===== src/hdl/ccs_pkg.sv =====
package ccs_pkg;

    // Scan modes
    localparam logic [2:0] MODE_TEXT = 3'd0;
    localparam logic [2:0] MODE_FG0  = 3'd1;
    localparam logic [2:0] MODE_FG1  = 3'd2;
    localparam logic [2:0] MODE_FG2  = 3'd3;
    localparam logic [2:0] MODE_BG0  = 3'd4;
    localparam logic [2:0] MODE_BG1  = 3'd5;

    // Format codes
    localparam logic [7:0] CODE_CTCP      = 8'd1;
    localparam logic [7:0] CODE_BOLD      = 8'd2;
    localparam logic [7:0] CODE_COLOUR    = 8'd3;
    localparam logic [7:0] CODE_PLAIN     = 8'd15;
    localparam logic [7:0] CODE_REVERSE   = 8'd22;
    localparam logic [7:0] CODE_UNDERLINE = 8'd31;
    localparam logic [7:0] CODE_COMMA     = 8'h2C;
    localparam logic [7:0] CODE_DIGIT_LO  = 8'h30;
    localparam logic [7:0] CODE_DIGIT_HI  = 8'h39;

    typedef struct packed {
        logic [7:0] char_in;
        logic       last_in;
    } t_in_beat;

    typedef struct packed {
        logic [7:0] char_out;
        logic       keep;
        logic       last_out;
    } t_out_beat;

endpackage


===== src/hdl/ccs_scan.sv =====
module ccs_scan
    import ccs_pkg::*;
(
    input  logic [2:0] i_mode,
    input  t_in_beat   i_beat,
    output logic [2:0] o_mode,
    output t_out_beat  o_beat
);

    logic [7:0] w_c;
    logic       w_digit;
    logic       w_comma;
    logic       w_plain_keep;
    logic [2:0] w_plain_mode;
    logic       w_keep;
    logic [2:0] w_mode;

    assign w_c     = i_beat.char_in;
    assign w_digit = (w_c >= CODE_DIGIT_LO) && (w_c <= CODE_DIGIT_HI);
    assign w_comma = (w_c == CODE_COMMA);

    // byte taken as ordinary text
    always_comb begin
        w_plain_keep = 1'b1;
        w_plain_mode = MODE_TEXT;
        if (w_c == CODE_COLOUR) begin
            w_plain_keep = 1'b0;
            w_plain_mode = MODE_FG0;
        end else if (w_c == CODE_CTCP || w_c == CODE_BOLD || w_c == CODE_PLAIN ||
                     w_c == CODE_REVERSE || w_c == CODE_UNDERLINE) begin
            w_plain_keep = 1'b0;
        end
    end

    always_comb begin
        w_keep = w_plain_keep;
        w_mode = w_plain_mode;
        unique case (i_mode)
            MODE_FG0: begin
                if (w_digit) begin
                    w_keep = 1'b0;
                    w_mode = MODE_FG1;
                end
            end
            MODE_FG1: begin
                if (w_digit) begin
                    w_keep = 1'b0;
                    w_mode = MODE_FG2;
                end else if (w_comma) begin
                    w_keep = 1'b0;
                    w_mode = MODE_BG0;
                end
            end
            MODE_FG2: begin
                if (w_comma) begin
                    w_keep = 1'b0;
                    w_mode = MODE_BG0;
                end
            end
            MODE_BG0: begin
                if (w_digit) begin
                    w_keep = 1'b0;
                    w_mode = MODE_BG1;
                end
            end
            MODE_BG1: begin
                if (w_digit) begin
                    w_keep = 1'b0;
                    w_mode = MODE_TEXT;
                end
            end
            default: begin
                w_keep = w_plain_keep;
                w_mode = w_plain_mode;
            end
        endcase
    end

    // message end drops any open colour code
    assign o_mode = i_beat.last_in ? MODE_TEXT : w_mode;
    // char_out, keep, last_out
    assign o_beat = {w_c, w_keep, i_beat.last_in};

endmodule


===== src/hdl/chat_format_code_stripper.sv =====
// Chat format code stripper.
// Input channel: i_in_valid / o_in_ready carry one text byte per beat
// (i_in_beat: char_in, last_in). Output channel: o_out_valid / i_out_ready
// carry one result beat per input beat (o_out_beat: char_out, keep,
// last_out); char_out is the byte unchanged, keep = 0 marks a format byte.
// Path: a beat accepted into the input register moves on into the result
// register when that is free or being emptied, and shows on the output
// from there. Throughput: one beat per cycle while i_out_ready stays high;
// the scan mode register is updated once per beat as a beat moves from
// the input to the result register.
// Stall: while the receiver holds i_out_ready low the result register
// holds; one more beat is still taken into the input register, after
// which o_in_ready drops until the result is taken.
// Reset (i_rst_n low, synchronous): both registers empty, scan mode back
// to normal text. A beat with last_in set also returns the mode to text.
module chat_format_code_stripper
    import ccs_pkg::*;
(
    input  logic      i_clk,
    input  logic      i_rst_n,
    input  logic      i_in_valid,
    output logic      o_in_ready,
    input  t_in_beat  i_in_beat,
    output logic      o_out_valid,
    input  logic      i_out_ready,
    output t_out_beat o_out_beat
);

    logic       r_in_valid;
    t_in_beat   r_in;
    logic       r_out_valid;
    t_out_beat  r_out;
    logic [2:0] r_mode;

    logic       w_advance;
    logic [2:0] n_mode;
    t_out_beat  n_out;

    // input register moves on when the result register is free or emptying
    assign w_advance  = r_in_valid && (!r_out_valid || i_out_ready);
    assign o_in_ready = !r_in_valid || w_advance;

    ccs_scan u_scan (
        .i_mode (r_mode),
        .i_beat (r_in),
        .o_mode (n_mode),
        .o_beat (n_out)
    );

    always_ff @(posedge i_clk) begin
        if (!i_rst_n) begin
            r_in_valid  <= 1'b0;
            r_out_valid <= 1'b0;
            r_mode      <= MODE_TEXT;
        end else begin
            if (o_in_ready) begin
                r_in_valid <= i_in_valid;
            end
            if (w_advance) begin
                r_out_valid <= 1'b1;
                r_mode      <= n_mode;
            end else if (i_out_ready) begin
                r_out_valid <= 1'b0;
            end
        end
    end

    // payload, no reset
    always_ff @(posedge i_clk) begin
        if (o_in_ready && i_in_valid) begin
            r_in <= i_in_beat;
        end
        if (w_advance) begin
            r_out <= n_out;
        end
    end

    assign o_out_valid = r_out_valid;
    assign o_out_beat  = r_out;

    // last beat of a message leaves the scanner in text mode
    a_last_clears: assert property (@(posedge i_clk) disable iff (!i_rst_n)
        (w_advance && r_in.last_in) |=> (r_mode == MODE_TEXT))
        else $error("scan mode not cleared after last beat");

    // back-pressure only when both stages hold a beat
    a_ready_full: assert property (@(posedge i_clk) disable iff (!i_rst_n)
        !o_in_ready |-> (r_in_valid && r_out_valid))
        else $error("input stalled with a free stage");

    // single-byte format codes are always dropped; checked here for bold
    a_bold_dropped: assert property (@(posedge i_clk) disable iff (!i_rst_n)
        (o_out_valid && o_out_beat.char_out == CODE_BOLD) |-> !o_out_beat.keep)
        else $error("format code kept");

endmodule

===== config.mk =====
export PLATFORM = sky130hd
export DESIGN_NAME = chat_format_code_stripper
export DESIGN_NICKNAME = d
export VERILOG_FILES = /design/src/hdl/ccs_pkg.sv /design/src/hdl/ccs_scan.sv /design/src/hdl/chat_format_code_stripper.sv
export SDC_FILE = /design/constraint.sdc
export NUM_CORES = 1
export LEC_CHECK = 0
export ABC_CLOCK_PERIOD_IN_PS = 3900
export BUFFER_PORTS_ARGS = -buffer_cell sky130_fd_sc_hd__buf_2
export CORE_UTILIZATION = 52
export CTS_CLUSTER_DIAMETER = 200
export CTS_CLUSTER_SIZE = 10
export DETAILED_ROUTE_END_ITERATION = 7
export MAX_ROUTING_LAYER = met4
export PLACE_DENSITY_LB_ADDON = 0.1
export SETUP_SLACK_MARGIN = 0.3
export SLEW_MARGIN = 10
export SYNTH_ARGS = -nofsm -noshare
export SYNTH_HDL_FRONTEND = slang
export SYNTH_SLANG_ARGS = --single-unit

===== constraint.sdc =====
create_clock -name i_clk -period 3.9 [get_ports i_clk]
set_clock_uncertainty 0.05 [all_clocks]
set_input_delay 0.39 -clock i_clk [delete_from_list [all_inputs] [get_ports i_clk]]
set_output_delay 0.39 -clock i_clk [all_outputs]
set_load 0.01 [all_outputs]

* Yosys cells after proc, flatten, opt, wreduce, memory -nomap -nowiden *
Index checks and enable logic that the tools add are counted.

storage, ports and cells
  register bits after elaboration = 24
  output and inout bits = 12
  word-level logic and storage cells = 51

cells by class
  $lt $le $gt $ge = 2
  equality and inequality tests = 12
  mux-type cells = 16
  reduce and logical (&&, ||, !) cells = 13

operators with widths
  cell                number
  $eq 8x2->1 const B  2
  $eq 8x5->1 const B  2
  $pmux 3 s5          1
  $mux 3              4
  $mux 1              9
  $eq 8x1->1 const B  1
  $eq 8x4->1 const B  1
  $eq 8x6->1 const B  1
  $ge 8x6->1 const B  1
  $le 8x6->1 const B  1
  $eq 3x2->1 const B  2
  $eq 3x3->1 const B  2
  $logic_or 1x1->1    6
  $eq 3x1->1 const B  1
  $logic_and 1x1->1   3
  $pmux 1 s3          1
  $reduce_or 3->1     1
  $logic_not 1->1     2
  $mux 2              1
  $reduce_bool 2->1   1

* Depth between registers and ports, before layout *
  depth in word-level cells = 10
  depth in mapped cells = 5

* By module *
Synthesis repeated with hierarchy kept, for this count alone.

unflattened totals
  cells, all modules = 80
  area, all modules = 1064.8 um^2

by module, submodules not included
  module                     instances  cells an instance  area each (um^2)  sequential area each (um^2)
  chat_format_code_stripper  1          42                 789.5             670.6
  ccs_scan                   1          38                 275.3             0.0

* Least setup slack after synthesis *
OpenSTA, ideal clock, no wires.

  path type = register to register
  from = register r_in[3] (netlist name)
  to = register r_out, in the netlist o_out_beat[1], data pin
  arrival = 1371 ps
  data required time = 3587 ps
  slack = 2216 ps
  stages on the path, launching flop included = 5
  buffers on the path = 0
  period minus slack after synthesis = 1684 ps
  cell sequence = edfxtp_1 -> or3_1 -> a21boi_1 -> nor4_1 -> a2111o_1

RTL lines
  what                    RTL line                         source
  start, declared         chat_format_code_stripper.sv:30  t_in_beat r_in;
  start signal, assigned  chat_format_code_stripper.sv:71  r_in <= i_in_beat;
  end signal, assigned    chat_format_code_stripper.sv:74  r_out <= n_out;
  end, declared           chat_format_code_stripper.sv:32  t_out_beat r_out;

==> flow_metrics.py <==
metrics = {
    "global_route": {
        "grt_max_degree": 14,
        "grt_overflow_total": 0,
        "track_usage_pct": 18.5,
        "grt_pass1_vias": 601,
        "grt_pass1_wl_mm": 2.50,
        "antenna_found_initial": 0,
    },
    "sta": {
        "period_share_pct": 46.0,
        "whs_ps": 209,
        "max_slew.worst_pin.slew_ps": 451,
        "rsz0062_at_grt": "false",
        "max_freq_mhz": 558,
        "drv_slew": 0,
        "period_minus_slack_ps": 1790,
        "finalSetupViolCount": 0,
        "finalSetupTns_ps": 0,
        "hold_viol_final": 0,
        "max-slew-margin-rel_pct": 69.2,
    },
    "worst_hold_path": {
        "hold_path.class": "input pin to flip-flop",
        "hold_start": "i_in_beat[6]",
        "whs_path_depth": 1,
        "min_to": "r_in[6]",
    },
    "floorplan": {
        "die_h_um": 44.7,
        "dieArea_um2": 2000,
        "start_util_pct": 54.9,
        "row_count": 15,
        "io_pins": 25,
        "core-area_um2": 1730,
        "die_w_um": 44.7,
    },
    "setup_path": {
        "start_kind": "flip-flop",
        "arrival_ps": 1800,
        "crit_type": "flip-flop to flip-flop",
        "cp_slowest_cell": "edfxtp_1",
        "r2r_start": "r_in[3]",
        "worstPathCellList": "or3_1 > a21boi_1 > nor4_1 > a2111o_1",
        "cp.required_ps": 3910,
        "timing.rr.end": "o_out_beat[1]",
        "reg2regPathDepth": 4,
        "timing.reg2reg.setup_slack_ps": 2110,
        "crit_path_end_kind": "flip-flop",
        "slowest_delay_ps": 480,
        "path_max_fanout": 7,
    },
    "synth": {
        "syn_nets": 81,
        "yosys_warnings": 0,
        "netlist_area_um2": 948,
        "avgSynthCellArea_um2": 13.9,
        "ys_seq_area_share_pct": 70.7,
        "synth_cells": 68,
        "netlist-cell-type-count": 27,
        "ys_ff_latch": 24,
    },
    "finish": {
        "nFillCells": 156,
        "layout_commonest_cell": "buf_2",
        "insertedDiodeCount": 0,
        "nets": 110,
        "final_cell_mix": "buf_2 (24), edfxtp_1 (19), nand2_1 (6)",
        "syn_to_final_growth_pct": 18.7,
        "layout-drive-gt1-share_pct": 28.1,
    },
    "cts": {
        "cts_sinks": 24,
        "cts_hold_buf": 0,
        "cts_buffer_depth": 2,
        "clk-insertion-delay-late_ps": 300,
        "cts_buffers": 3,
        "htree_levels": 1,
        "clk_pin_slew_ps": 110,
        "post_cts_buffers": 0,
        "cts.repair.resized": 0,
        "cts_tree": "yes",
        "cts_root_buf": "clkbuf_4",
    },
    "routing": {
        "postRouteAntennaNets": 0,
        "drt_pass1_iterations": 4,
        "wl_per_cell_um": 12.4,
        "drt_iter0_drc": 22,
        "num_vias": 662,
        "vias_per_cell": 5.47,
        "remaining_drc_errors": 0,
        "wirelength_mm": 1.50,
    },
    "run": {
        "maxCapViolCount": 0,
    },
    "placed_design": {
        "port_buffers": 24,
        "routabilityCongestion": 0.738,
        "hpwlAfterDp_mm": 1.14,
    },
    "power_and_ir_drop": {
        "clkPwrFrac_pct": 24.0,
        "switching_power_w": 0.0000882,
        "static-leakage-power_nw": 0.407,
        "sw_frac_of_total_pct": 20.5,
        "intPower_w": 0.000342,
        "p_seq_share_pct": 69.2,
        "share_comb_of_total_power_pct": 6.7,
        "power_density_nw_per_um2": 382,
        "vdd_drop_max_mv": 0.248,
    },
    "status": {
        "status": "complete, no violations",
    },
}
logic make-up (layout without fill, tap and decap cells):
group	after synthesis	count (layout)	share of synthesized area (%)
DFF	24	24	70.7
AOI/OAI and AO/OA	13	13	10.3
and+or+nand+nor	29	29	17.7
buffers and inverters	1	29	0.395
xor gates and xnor gates	1	1	0.924
cell usage after synthesis:
cell	n	area (um^2)
a21oi_1	1	5.00
o21ai_0	1	5.00
xor2_1	1	8.76
o31a_1	1	8.76
and3b_1	1	8.76
o41a_1	1	11.3
edfxtp_1	19	571
nand2b_1	2	12.5
a21boi_1	1	7.51
dfxtp_1	5	100
nor3_1	1	5.00
nand2_1	6	22.5
nand3_1	4	20.0
o22ai_1	1	6.26
a2111o_1	1	11.3
nor2b_1	4	25.0
nand4b_1	3	26.3
nor4_1	2	12.5
or3_1	1	6.26
a32oi_1	1	8.76
a2111oi_0	1	8.76
o21ai_1	2	10.0
nor4b_1	1	8.76
and2_1	2	12.5
nor2_1	2	7.51
o21a_1	2	15.0
inv_1	1	3.75
worst max path at each step:
stage	start	to	slack (ps)	cells after the start
4_1_cts	r_in[3]	o_out_beat[1]	2100	4
5_1_grt	r_in[3]	o_out_beat[1]	2040	4
6_report	r_in[3]	o_out_beat[1]	2110	4
2_1_floorplan	r_in[3]	o_out_beat[1]	2220	4
3_3_place_gp	r_in[3]	o_out_beat[1]	2170	4
3_5_place_dp	r_in[3]	o_out_beat[1]	2120	4
registers in the layout, indices dropped and copies added, names as in the netlist:
register     count
o_out_valid      1
r_in             9
r_mode           3
o_out_beat      10
r_in_valid       1
power by group through the flow:
stage	registers, W	clock network, W	logic [W]
after floorplan	0.000304	0	0.0000127
after global placement	0.000303	0	0.0000281
after detailed placement	0.000304	0	0.0000292
after CTS	0.000298	0.000109	0.0000293
after global routing	0.000300	0.000118	0.0000323
final	0.000298	0.000103	0.0000290
routing by layer:
layer	GRT usage (%)	part of all wire, %
met1	21.7	44
met2	30.6	51
met3	2.40	4.1
met4	10.9	0.80
met5	-	0
metrics by stage:
stage,util (%),setup WS [ps],area (um^2),total power (W),std cells
after floorplan,-,2220,948,0.000317,68
after global placement,63.7,2170,1100,0.000331,117
after detailed placement,63.7,2120,1100,0.000333,117
after CTS,65.2,2100,1130,0.000436,121
after global routing,65.2,2040,1130,0.000449,121
final,65.2,2110,1130,0.000430,121
cell type report:
type / count / area (um^2) / area share (%)
clock buffers: 4 / 26.3 / 2.33
inverters: 1 / 3.75 / 0.333
flip-flops and latches: 24 / 671 / 59.6
multi-input cells: 43 / 274 / 24.3
well taps: 25 / 31.3 / 2.78
repair buffers: 24 / 120 / 10.7
worst max-delay path, delay by kind of cell (launching register included):
family / cells / cell delay [ps]
flops: 1 / 480
compound gates: 2 / 550
simple gates: 2 / 470
Note: power is estimated with default switching activity, not from simulation.
